`config.mk`:
```
export PLATFORM = sky130hd
export DESIGN_NAME = mqtt_publish_packet_deframer
export DESIGN_NICKNAME = d
export VERILOG_FILES = /design/src/rtl/mqpd_pkg.sv /design/src/rtl/mqtt_publish_packet_deframer.sv /design/src/rtl/mqpd_step.sv
export SDC_FILE = /design/constraint.sdc
export NUM_CORES = 1
export LEC_CHECK = 0
export BUFFER_PORTS_ARGS = -buffer_cell sky130_fd_sc_hd__buf_2
export CORE_AREA = 2 2 138 173
export DETAILED_ROUTE_END_ITERATION = 8
export DIE_AREA = 0 0 140 175
export MAX_ROUTING_LAYER = met4
export PLACE_DENSITY = 0.82
export SLEW_MARGIN = 20
export SYNTH_ARGS = -nofsm -noshare
export SYNTH_HDL_FRONTEND = slang
export SYNTH_SLANG_ARGS = --single-unit
```
`constraint.sdc`:
```
create_clock -name clk -period 7.9 [get_ports clk]
set_clock_uncertainty 0.05 [all_clocks]
set_input_delay 1.58 -clock clk [delete_from_list [all_inputs] [get_ports clk]]
set_output_delay 1.58 -clock clk [all_outputs]
set_load 0.01 [all_outputs]
```
`src/rtl/mqpd_pkg.sv`:
```
// Shared types and constants for the MQTT PUBLISH packet deframer.
// Used by the step logic, the top level and the port checker; no dependencies.
package mqpd_pkg;

  localparam int MQPD_MAX_LENGTH_DIGITS = 4;

  localparam logic [3:0] MQPD_TYPE_PUBLISH = 4'h3;

  typedef enum logic [2:0] {
    PH_IDLE    = 3'd0,
    PH_REMLEN  = 3'd1,
    PH_TLEN    = 3'd2,
    PH_TOPIC   = 3'd3,
    PH_MSGID   = 3'd4,
    PH_PAYLOAD = 3'd5,
    PH_IGNORE  = 3'd6,
    PH_ERROR   = 3'd7
  } phase_t;

  typedef enum logic [2:0] {
    CL_HEADER  = 3'd0,
    CL_REMLEN  = 3'd1,
    CL_TLEN    = 3'd2,
    CL_TOPIC   = 3'd3,
    CL_MSGID   = 3'd4,
    CL_PAYLOAD = 3'd5,
    CL_IGNORED = 3'd6,
    CL_ERROR   = 3'd7
  } class_t;

  typedef struct packed {
    phase_t      phase;
    logic        pub;
    logic [1:0]  qos;
    logic [27:0] acc;
    logic [2:0]  cnt;
    logic [27:0] left;
    logic [15:0] tlen;
    logic [15:0] fc;
  } state_t;

  typedef struct packed {
    logic [7:0]  data_byte;
    class_t      byte_class;
    logic        is_publish;
    logic [1:0]  qos_level;
    logic [27:0] remaining_length;
    logic [15:0] topic_length;
    logic [27:0] payload_length;
    logic        last_of_packet;
  } result_t;

endpackage

```
`src/rtl/mqtt_publish_packet_deframer.sv`:
```
// Top level of the MQTT PUBLISH packet deframer: parser state and result register.
// Depends on mqpd_pkg and mqpd_step.
//
//   port group  dir  tdata fields (low bit up)                          tuser            tlast
//   s_*         in   byte_value[7:0]                                    start_of_packet  -
//   m_*         out  data_byte, is_publish, qos_level, remaining_length,
//                    topic_length, payload_length, 5 zero pad bits      byte_class       last
//
// For each byte, the step logic updates the parser state and loads the result
// register at the same edge, so results appear in the cycle after the
// transaction. A new byte is taken every cycle while the result register is
// empty or being read; a stalled output holds s_tready low. Reset (rst,
// synchronous) returns the parser to idle and empties the result register.
module mqtt_publish_packet_deframer
  import mqpd_pkg::*;
#(
  parameter int MAX_LENGTH_DIGITS = MQPD_MAX_LENGTH_DIGITS
) (
  input  logic        clk,
  input  logic        rst,
  input  logic        s_tvalid,
  output logic        s_tready,
  input  logic [7:0]  s_tdata,   // byte_value
  input  logic        s_tuser,   // start_of_packet
  output logic        m_tvalid,
  input  logic        m_tready,
  output logic [87:0] m_tdata,   // data_byte, is_publish, qos_level, remaining_length,
                                 // topic_length, payload_length, zero pad
  output logic [2:0]  m_tuser,   // byte_class
  output logic        m_tlast    // last_of_packet
);

  state_t  state;
  state_t  state_next;
  result_t step_res;
  result_t res;
  logic    accept;

  mqpd_step #(
    .MAX_LENGTH_DIGITS(MAX_LENGTH_DIGITS)
  ) u_step (
    .cur            (state),
    .byte_value     (s_tdata),
    .start_of_packet(s_tuser),
    .nxt            (state_next),
    .res            (step_res)
  );

  assign s_tready = !m_tvalid || m_tready;
  assign accept   = s_tvalid && s_tready;

  always_ff @(posedge clk) begin
    if (rst) begin
      state.phase <= PH_IDLE;
      state.pub   <= 1'b0;
      state.qos   <= '0;
      state.acc   <= '0;
      state.cnt   <= '0;
      state.left  <= '0;
      state.tlen  <= '0;
      state.fc    <= '0;
      m_tvalid    <= 1'b0;
    end else begin
      if (accept) begin
        state    <= state_next;
        m_tvalid <= 1'b1;
      end else if (m_tready) begin
        m_tvalid <= 1'b0;
      end
    end
  end

  always_ff @(posedge clk) begin
    if (accept) begin
      res <= step_res;
    end
  end

  assign m_tdata = {5'b0, res.payload_length, res.topic_length, res.remaining_length,
                    res.qos_level, res.is_publish, res.data_byte};
  assign m_tuser = res.byte_class;
  assign m_tlast = res.last_of_packet;

endmodule

```
`src/rtl/mqpd_step.sv`:
```
// Per-byte parser step: next parser state and the result item for one byte.
// Purely combinational; depends on mqpd_pkg.
module mqpd_step
  import mqpd_pkg::*;
#(
  parameter int MAX_LENGTH_DIGITS = MQPD_MAX_LENGTH_DIGITS
) (
  input  state_t     cur,
  input  logic [7:0] byte_value,
  input  logic       start_of_packet,
  output state_t     nxt,
  output result_t    res
);

  always_comb begin
    class_t      cls;
    logic        last;
    logic        body;
    logic        pay_known;
    logic [4:0]  shamt;
    logic [27:0] acc_new;
    logic [2:0]  cnt_new;
    logic [15:0] tlen_lo;
    logic [15:0] ptl;
    logic [17:0] need;
    logic [27:0] pay;
    logic [15:0] fc_inc;
    logic        keep_err_a;
    logic        keep_err_b;

    nxt        = cur;
    cls        = CL_IGNORED;
    last       = 1'b0;
    body       = 1'b0;
    pay_known  = 1'b0;
    keep_err_a = 1'b0;
    keep_err_b = 1'b0;

    // Each length digit holds seven bits, least significant group first.
    shamt   = {cur.cnt[1:0], 3'b000} - 5'(cur.cnt[1:0]);
    acc_new = cur.acc | (28'(byte_value[6:0]) << shamt);
    cnt_new = cur.cnt + 3'd1;

    tlen_lo = {cur.tlen[15:8], cur.tlen[7:0] | byte_value};
    ptl     = (cur.phase == PH_TLEN) ? tlen_lo : cur.tlen;
    need    = 18'd2 + 18'(ptl) + ((cur.qos != 2'd0) ? 18'd2 : 18'd0);
    pay     = cur.acc - 28'(need);
    fc_inc  = cur.fc + 16'd1;

    if (start_of_packet) begin
      nxt.pub   = (byte_value[7:4] == MQPD_TYPE_PUBLISH);
      nxt.qos   = byte_value[2:1];
      nxt.acc   = '0;
      nxt.cnt   = '0;
      nxt.left  = '0;
      nxt.tlen  = '0;
      nxt.fc    = '0;
      nxt.phase = PH_REMLEN;
      cls       = CL_HEADER;
    end else begin
      case (cur.phase)
        PH_IDLE: begin
          cls = CL_IGNORED;
        end
        PH_REMLEN: begin
          nxt.acc = acc_new;
          nxt.cnt = cnt_new;
          cls     = CL_REMLEN;
          if (byte_value[7]) begin
            if (int'(cnt_new) >= MAX_LENGTH_DIGITS) begin
              cls       = CL_ERROR;
              nxt.left  = '0;
              nxt.phase = PH_ERROR;
            end
          end else begin
            nxt.left = acc_new;
            if (cur.pub && acc_new < 28'd2) begin
              cls = CL_ERROR;
              if (acc_new == '0) begin
                last      = 1'b1;
                nxt.phase = PH_IDLE;
              end else begin
                nxt.phase = PH_ERROR;
              end
            end else if (acc_new == '0) begin
              last      = 1'b1;
              nxt.phase = PH_IDLE;
            end else begin
              nxt.fc    = '0;
              nxt.phase = cur.pub ? PH_TLEN : PH_IGNORE;
            end
          end
        end
        default: begin
          body = 1'b1;
        end
      endcase
    end

    if (body) begin
      nxt.left = (cur.left != '0) ? cur.left - 28'd1 : '0;
      case (cur.phase)
        PH_TLEN: begin
          cls = CL_TLEN;
          if (cur.fc == '0) begin
            nxt.tlen = {byte_value, 8'h00};
            nxt.fc   = 16'd1;
          end else begin
            nxt.tlen = tlen_lo;
            nxt.fc   = '0;
            if ({10'b0, need} > cur.acc) begin
              cls       = CL_ERROR;
              nxt.phase = PH_ERROR;
            end else if (tlen_lo != '0) begin
              nxt.phase = PH_TOPIC;
            end else begin
              nxt.phase = (cur.qos != 2'd0) ? PH_MSGID : PH_PAYLOAD;
            end
          end
        end
        PH_TOPIC: begin
          cls = CL_TOPIC;
          if (fc_inc >= cur.tlen) begin
            nxt.fc    = '0;
            nxt.phase = (cur.qos != 2'd0) ? PH_MSGID : PH_PAYLOAD;
          end else begin
            nxt.fc = fc_inc;
          end
        end
        PH_MSGID: begin
          cls = CL_MSGID;
          if (fc_inc >= 16'd2) begin
            nxt.fc    = '0;
            nxt.phase = PH_PAYLOAD;
          end else begin
            nxt.fc = fc_inc;
          end
        end
        PH_PAYLOAD: cls = CL_PAYLOAD;
        PH_IGNORE:  cls = CL_IGNORED;
        default:    cls = CL_ERROR;
      endcase

      pay_known = nxt.phase inside {PH_TOPIC, PH_MSGID, PH_PAYLOAD};

      // Errors whose length is unknown never end on their own; they wait
      // for the next start mark.
      keep_err_a = (nxt.phase == PH_ERROR) && (cur.acc == '0) && (cls == CL_ERROR)
                   && !cur.pub;
      keep_err_b = (nxt.phase == PH_ERROR) && (int'(cur.cnt) >= MAX_LENGTH_DIGITS)
                   && (cls == CL_ERROR) && (nxt.fc == '0) && (nxt.tlen == '0)
                   && (cur.cnt != '0) && !pay_known;
      if (nxt.left == '0 && !keep_err_a && !keep_err_b) begin
        last      = 1'b1;
        nxt.phase = PH_IDLE;
      end
    end

    res.data_byte        = byte_value;
    res.byte_class       = cls;
    res.is_publish       = nxt.pub;
    res.qos_level        = nxt.qos;
    res.remaining_length = nxt.acc;
    res.topic_length     = nxt.tlen;
    res.payload_length   = pay_known ? pay : '0;
    res.last_of_packet   = last;
  end

endmodule

```
==> results of run 1 <==
final cells by class:
type / instances / area share, %
Clock buffer: 17 / 3.13
Clock inverter: 15 / 1.26
Inverter: 57 / 1.59
Multi-Input combinational cell: 1160 / 52.8
Sequential cell: 185 / 33.7
Tap cell: 288 / 2.65
Timing Repair Buffer: 119 / 4.83
kinds of logic after synthesis:
logic type | synth area share, %
adder cells (fa/ha/maj) | 4.70
buffers and inverters | 5.51
flip-flops | 36.9
other | 0.0606
XOR/XNOR | 4.52
multiplexers | 2.57
AND/OR/NAND/NOR | 25.2
AO/OA/AOI/OAI | 20.5
state kept, by name, summed over array words and instances (netlist names):
register  flops
m_tdata      83
m_tlast       1
m_tuser       3
m_tvalid      1
state        97
layer usage:
layer	wire length [µm]	share of wire, %	track usage, %	up-vias
li1	-	-	-	5563
met1	15200	39	40.6	5604
met2	18300	47	51.7	721
met3	3420	8.7	5.10	149
met4	2380	6.1	18.6	0
met5	0	0	-	-
worst max-delay path by stage:
stage	cells past startpoint	slack, ns	start	end
after CTS	23	0.88	s_tdata[4]	m_tdata[60]
final	23	0.82	s_tdata[4]	m_tdata[66]
after global routing	23	0.32	s_tdata[4]	m_tdata[59]
after floorplan	23	0.92	s_tdata[1]	m_tdata[74]
after global placement	23	0.50	s_tdata[4]	m_tdata[66]
after detailed placement	23	0.43	s_tdata[4]	m_tdata[60]
worst register-to-register path, stage by stage, from the launching register on:
cell and delay [ns]:
dfxtp_1 0.78, or4bb_1 0.46, a222oi_1 0.62, nand3_1 0.44
or3_1 0.43, a21oi_1 0.14, nor2_1 0.07, nor3_1 0.25
and3b_1 0.20, o21ai_1 0.08, xnor2_1 0.15, ha_1 0.35
nand2_1 0.07, nor2_1 0.16, nand3_1 0.09, o21ai_0 0.45
o21ai_0 0.34, o21ai_0 0.24, o31ai_1 0.11, a211oi_2 0.32
mux2i_4 0.12, buf_12 0.19, nor4b_2 0.29
layout by cell type (no fill, tap or decap), types with 6 or more instances in the layout:
cell type and count:
clkbuf_16 17, buf_2 100, and4_1 8, o31ai_1 8
nand3_1 31, a21o_1 10, mux2i_1 9, a211oi_1 17
nor2_1 154, nor3_1 47, a21oi_1 161, a31oi_1 11
nand3b_1 7, o21ai_0 89, conb_1 6, nor4_1 33
or2_2 8, o32ai_1 11, xnor2_1 43, o22ai_1 13
or4_1 11, nand4_1 16, nor2b_1 11, a22oi_1 20
or3_1 13, and2_1 9, buf_4 18, a221oi_1 6
ha_1 45, nor3_2 20, edfxtp_1 87, nand2b_1 15
dfxtp_1 98, inv_1 55, and3_1 11, nand2_1 184
o221ai_1 6, xor2_1 21
cell usage after synthesis (13+ instances only):
library cell  count  area share, %
a211oi_1         17            1.0
a21oi_1         161            6.5
a22oi_1          20            1.2
clkbuf_1         86            2.6
dfxtp_1          98             16
edfxtp_1         87             21
ha_1             45            4.5
inv_1            56            1.7
nand2_1         185            5.6
nand2b_1         15           0.76
nand3_1          31            1.3
nand4_1          16           0.81
nor2_1          154            4.7
nor3_1           48            1.9
nor3_2           19            1.5
nor4_1           33            1.7
o21ai_0          89            3.6
o22ai_1          13           0.66
or3_1            13           0.66
xnor2_1          43            3.0
xor2_1           21            1.5
power breakdown:
group / total (µW) / switching [µW] / leakage (µW) / internal [µW]
registers: 1050 / 17.4 / 0.00167 / 1030
logic: 324 / 221 / 0.00312 / 103
clock network: 869 / 441 / 0.000291 / 428
total: 2240 / 679 / 0.00508 / 1560
through the flow:
stage | hold WS [ns] | power [µW] | util (%)
3_3_place_gp | 0.398 | 1380 | 56.7
6_report | 0.413 | 2240 | 59.3
5_1_grt | 0.438 | 2310 | 59.3
2_1_floorplan | 0.392 | 1290 | -
3_5_place_dp | 0.407 | 1390 | 56.7
4_1_cts | 0.419 | 2240 | 59.3
==> results.py, run 1 <==
metrics = {
    "cells_and_area": {
        "final_nets": 1599,
        "stdcell_area_mm2": 0.0136,
        "register_area_mm2": 0.00457,
        "drive_gt1_share_pct": 13.5,
        "fillers": 2010,
        "area.growth.synth_to_final_pct": 9.51,
        "fin_cells": 1841,
        "multiInputGateArea_mm2": 0.00718,
        "n_antenna_cell": 0,
    },
    "synth": {
        "yosysSeqAreaShare_pct": 36.9,
        "ys.flop_type": "dfxtp_1",
        "ys_types": 90,
        "synth_seq_cells": 185,
        "yosys_warnings": 0,
        "syn-cell-area_mm2": 0.0124,
        "synth-edff-count": 87,
        "syn_avg_cell_area_um2": 8.23,
        "synthArstFlopShare_pct": 0,
        "synth_cells": 1506,
    },
    "clock_network": {
        "h-tree-depth": 4,
        "cts_tree": "done",
        "hold_buffers": 0,
        "clk_path_buf_depth": 2,
        "clkSinkCount": 185,
        "cts_resized": 0,
        "clk_pin_slew_ns": 0.08,
        "postCtsSetupBuffers": 0,
        "clock_latency_ns": 0.46,
        "numCtsBuffers": 17,
        "root_buffer": "clkbuf_16",
    },
    "hold_path": {
        "hold_depth": 2,
        "min_from": "state[91]",
        "holdCritPathClass": "reg -> reg",
        "worstHoldEndpoint": "state[91]",
    },
    "status": {
        "status": "finished with violations",
        "violations": "design-rule violations",
    },
    "setup_path": {
        "r2r_end": "m_tdata[66]",
        "path_class": "in -> reg",
        "crit_path_end_kind": "flop",
        "worstRegToRegCells": 22,
        "cp_top_family": "simple AND/OR/NAND/NOR gates",
        "worstPathRequired_ns": 8.13,
        "cp_cell_sequence": "buf_2, or4bb_1, a222oi_1, nand3_1, or3_1, a21oi_1, nor2_1, nor3_1, and3b_1, o21ai_1, xnor2_1, ha_1, nand2_1, nor2_1, nand3_1, o21ai_0, o21ai_0, o21ai_0, o31ai_1, a211oi_2, mux2i_4, buf_12, nor4b_2",
        "path_buf_inv": 2,
        "worst_r2r_startpoint": "state[95]",
        "start_kind": "primary input",
        "cpPeakStageDelay_ns": 0.62,
        "rrSetupSlack_ns": 1.33,
        "critPathSlowestCell": "a222oi_1",
        "cp_data_arrival_time_ns": 7.31,
        "crit_top_cell": "o21ai_0",
        "path_max_fanout": 28,
    },
    "routing": {
        "first_pass_iters": 9,
        "vias": 12000,
        "drt_wl_total_um": 39400,
        "drt-wirelength-per-cell_um": 21.4,
        "route.antenna.remaining_nets": 0,
        "route.detailed.drc": 9,
        "drt_iter0_drc": 1377,
        "via_per_inst": 6.54,
    },
    "sta": {
        "finalMaxSlewViolations": 0,
        "setup_viol": 0,
        "layout_setup_ws_ns": 0.820,
        "clock.fmax_ghz": 0.141,
        "hold_viol": 0,
        "rsz0062_at_grt": "no",
        "max_slew_margin_pct": 32.8,
        "period_needed_ns": 7.08,
        "tns_ns": 0,
        "tightest_slew_ns": 1.01,
        "post-route-period-util_pct": 89.6,
    },
    "global_route": {
        "antenna_found_initial": 1,
        "grt_pass1_wl_um": 61300,
        "grt_overflow_total": 0,
        "grt_pass1_vias": 11100,
        "grt_max_degree": 76,
        "grtUsageTotal_pct": 32.9,
    },
    "placed_design": {
        "place_congestion": 0.981,
        "portBuffers": 101,
        "dpl_cell_area_mm2": 0.0130,
        "hpwl_um": 28800,
        "place_inst": 1809,
        "dp_worst_setup_slack_ns": 0.433,
    },
    "floorplan": {
        "fp.dieW_um": 140,
        "dieHeight_um": 175,
        "ios": 107,
        "num_rows": 62,
        "die_area_mm2": 0.0245,
        "core_region_area_mm2": 0.0229,
        "initial_core_util_pct": 54.2,
    },
    "pwr": {
        "p_per_area_mw_per_mm2": 165,
        "ir_drop_mv": 0.165,
        "p_leak_uw": 0.00508,
    },
    "flow_run": {
        "max_cap_violations": 0,
    },
}
No activity file was read; power rests on OpenSTA's default activity.
==> run 2, diff against run 1 <==
CORE_AREA = 2 2 132 166   (was 2 2 138 173)
DIE_AREA = 0 0 134 168   (was 0 0 140 175)
PLACE_DENSITY = 0.87   (was 0.82)
==> run 2 against run 1 <==
- the run now ends clean
- non-clock buffer count increased by 2
- final cell count is 0.38% lower
- core utilization grew 5.1 points
- die area down 8.1%
- setup slack improved by 0.0061 ns
- sequential power about the same
- sequential share of layout area is essentially flat
==> results.py, run 2 (synthesis gave the netlist of run 1 again) <==
metrics = {
    "status": {
        "status": "finished, final reports clean",
    },
    "setup_path": {
        "cp_data_arrival_time_ns": 7.19,
        "cp_cell_sequence": "buf_2, or4bb_1, a222oi_1, nand3_1, or3_1, a21oi_1, nor2_1, nor3_1, and3b_1, o21ai_1, xnor2_1, ha_1, nand2_1, nor2_1, nand3_1, o21ai_0, o2111ai_1, o211a_1, nor4_1, a211oi_2, mux2i_4, buf_12, nor3_1",
        "worstPathRequired_ns": 8.02,
        "start_kind": "primary input",
        "critPathSlowestCell": "a222oi_1",
        "cp_top_family": "simple AND/OR/NAND/NOR gates",
        "worst_r2r_startpoint": "state[95]",
        "crit_path_end_kind": "flop",
        "path_class": "in -> reg",
        "crit_path_start": "s_tdata[4]",
        "cpPeakStageDelay_ns": 0.62,
        "path_buf_inv": 2,
        "path_max_fanout": 28,
    },
    "cells_and_area": {
        "stdcell_area_mm2": 0.0136,
        "final_nets": 1601,
        "n_antenna_cell": 0,
        "largest_reg_flops": 97,
        "largest-register": "state",
        "fin_cells": 1834,
        "drive_gt1_share_pct": 13.6,
        "area.growth.synth_to_final_pct": 9.63,
        "layout_common_cells": "184 x nand2_1, 161 x a21oi_1, 154 x nor2_1",
        "fillers": 1818,
        "layout_commonest_cell": "nand2_1",
        "final_util_pct": 64.4,
    },
    "pwr": {
        "p_switching_uw": 677,
        "p_clk_share_pct": 39.7,
        "pwr-share-comb_pct": 14.3,
        "swShare_pct": 29.8,
        "ir_drop_mv": 0.159,
        "p_leak_uw": 0.00510,
        "p_per_area_mw_per_mm2": 167,
        "p_seq_share_pct": 46.1,
        "intPower_uw": 1600,
    },
    "global_route": {
        "grt_overflow_total": 0,
        "grt_pass1_wl_um": 61500,
        "grt_pass1_vias": 11300,
        "grt_max_degree": 76,
        "grtUsageTotal_pct": 35.7,
        "antenna_found_initial": 0,
    },
    "sta": {
        "setup_viol": 0,
        "clock.fmax_ghz": 0.141,
        "tns_ns": 0,
        "rsz0062_at_grt": "no",
        "period_needed_ns": 7.07,
        "post-route-period-util_pct": 89.5,
        "tightest_slew_ns": 1.04,
        "max_slew_margin_pct": 30.7,
        "finalMaxSlewViolations": 0,
        "hold_viol": 0,
    },
    "clock_network": {
        "h-tree-depth": 4,
        "clk_path_buf_depth": 2,
        "cts_resized": 0,
        "cts_tree": "done",
        "numCtsBuffers": 17,
        "root_buffer": "clkbuf_16",
        "clk_pin_slew_ns": 0.08,
        "hold_buffers": 0,
        "postCtsSetupBuffers": 0,
        "clkSinkCount": 185,
        "clock_latency_ns": 0.44,
    },
    "floorplan": {
        "fp.dieW_um": 134,
        "core_region_area_mm2": 0.0211,
        "num_rows": 60,
        "dieHeight_um": 168,
        "ios": 107,
        "initial_core_util_pct": 58.8,
        "die_area_mm2": 0.0225,
    },
    "routing": {
        "drt_wl_total_um": 39400,
        "drt_iter0_drc": 1896,
        "via_per_inst": 6.73,
        "vias": 12300,
        "route.detailed.drc": 0,
        "route.antenna.remaining_nets": 0,
        "drt-wirelength-per-cell_um": 21.5,
        "first_pass_iters": 6,
    },
    "placed_design": {
        "hpwl_um": 28400,
        "place_congestion": 0.995,
        "dpl_cell_area_mm2": 0.0130,
        "portBuffers": 101,
        "place_inst": 1802,
    },
    "hold_path": {
        "holdCritPathClass": "reg -> reg",
        "min_from": "state[91]",
    },
    "flow_run": {
        "max_cap_violations": 0,
    },
}
run 2: per-layer routing:
layer | GRT usage [%] | vias to the layer above | part of all wire (%)
li1 | - | 5582 | -
met1 | 44.0 | 5829 | 38
met2 | 56.2 | 779 | 47
met3 | 4.82 | 152 | 8.3
met4 | 20.4 | 0 | 6.2
met5 | - | - | 0
run 2: path summary, 6_finish.rpt:
kind	slack, ns	endpoint	cells past startpoint
worst max-delay path	0.83	m_tdata[59]	23
worst min-delay path	0.42	state[91]	2
worst max register to register	1.40	m_tdata[59]	22
worst min register to register	0.42	state[91]	2
run 2: final cells by class:
class | count | area (µm²) | area share (%)
repair buffers | 121 | 668 | 4.91
clock inverters | 13 | 139 | 1.02
clock buffers | 19 | 475 | 3.50
well taps | 279 | 349 | 2.57
multi-input cells | 1160 | 7170 | 52.8
inverters | 57 | 216 | 1.59
flip-flops and latches | 185 | 4570 | 33.6
run 2: stage by stage:
stage | hold WS (ns) | total power, µW | setup WS, ns
floorplan | 0.392 | 1290 | 0.917
global placement | 0.399 | 1380 | 0.582
detailed placement | 0.405 | 1380 | 0.438
CTS | 0.416 | 2260 | 0.887
global route | 0.437 | 2340 | 0.321
finish | 0.416 | 2270 | 0.826
run 2: power by group through the flow:
stage                     combinational [µW]  sequential [µW]  clock [µW]
final                                    324             1050         902
after global placement                   311             1070           0
after global routing                     350             1050         938
after floorplan                          214             1080           0
after detailed placement                 315             1070           0
after CTS                                318             1050         898
run 2: worst reg2reg max path: stages, from the launching register on:
cell and delay (ns):
dfxtp_1 0.74, or4bb_1 0.45, a222oi_1 0.62, nand3_1 0.42
or3_1 0.41, a21oi_1 0.14, nor2_1 0.07, nor3_1 0.24
and3b_1 0.20, o21ai_1 0.08, xnor2_1 0.15, ha_1 0.35
nand2_1 0.07, nor2_1 0.18, nand3_1 0.11, o21ai_0 0.44
o2111ai_1 0.20, o211a_1 0.23, nor4_1 0.46, a211oi_2 0.12
mux2i_4 0.19, buf_12 0.23, nor3_1 0.09
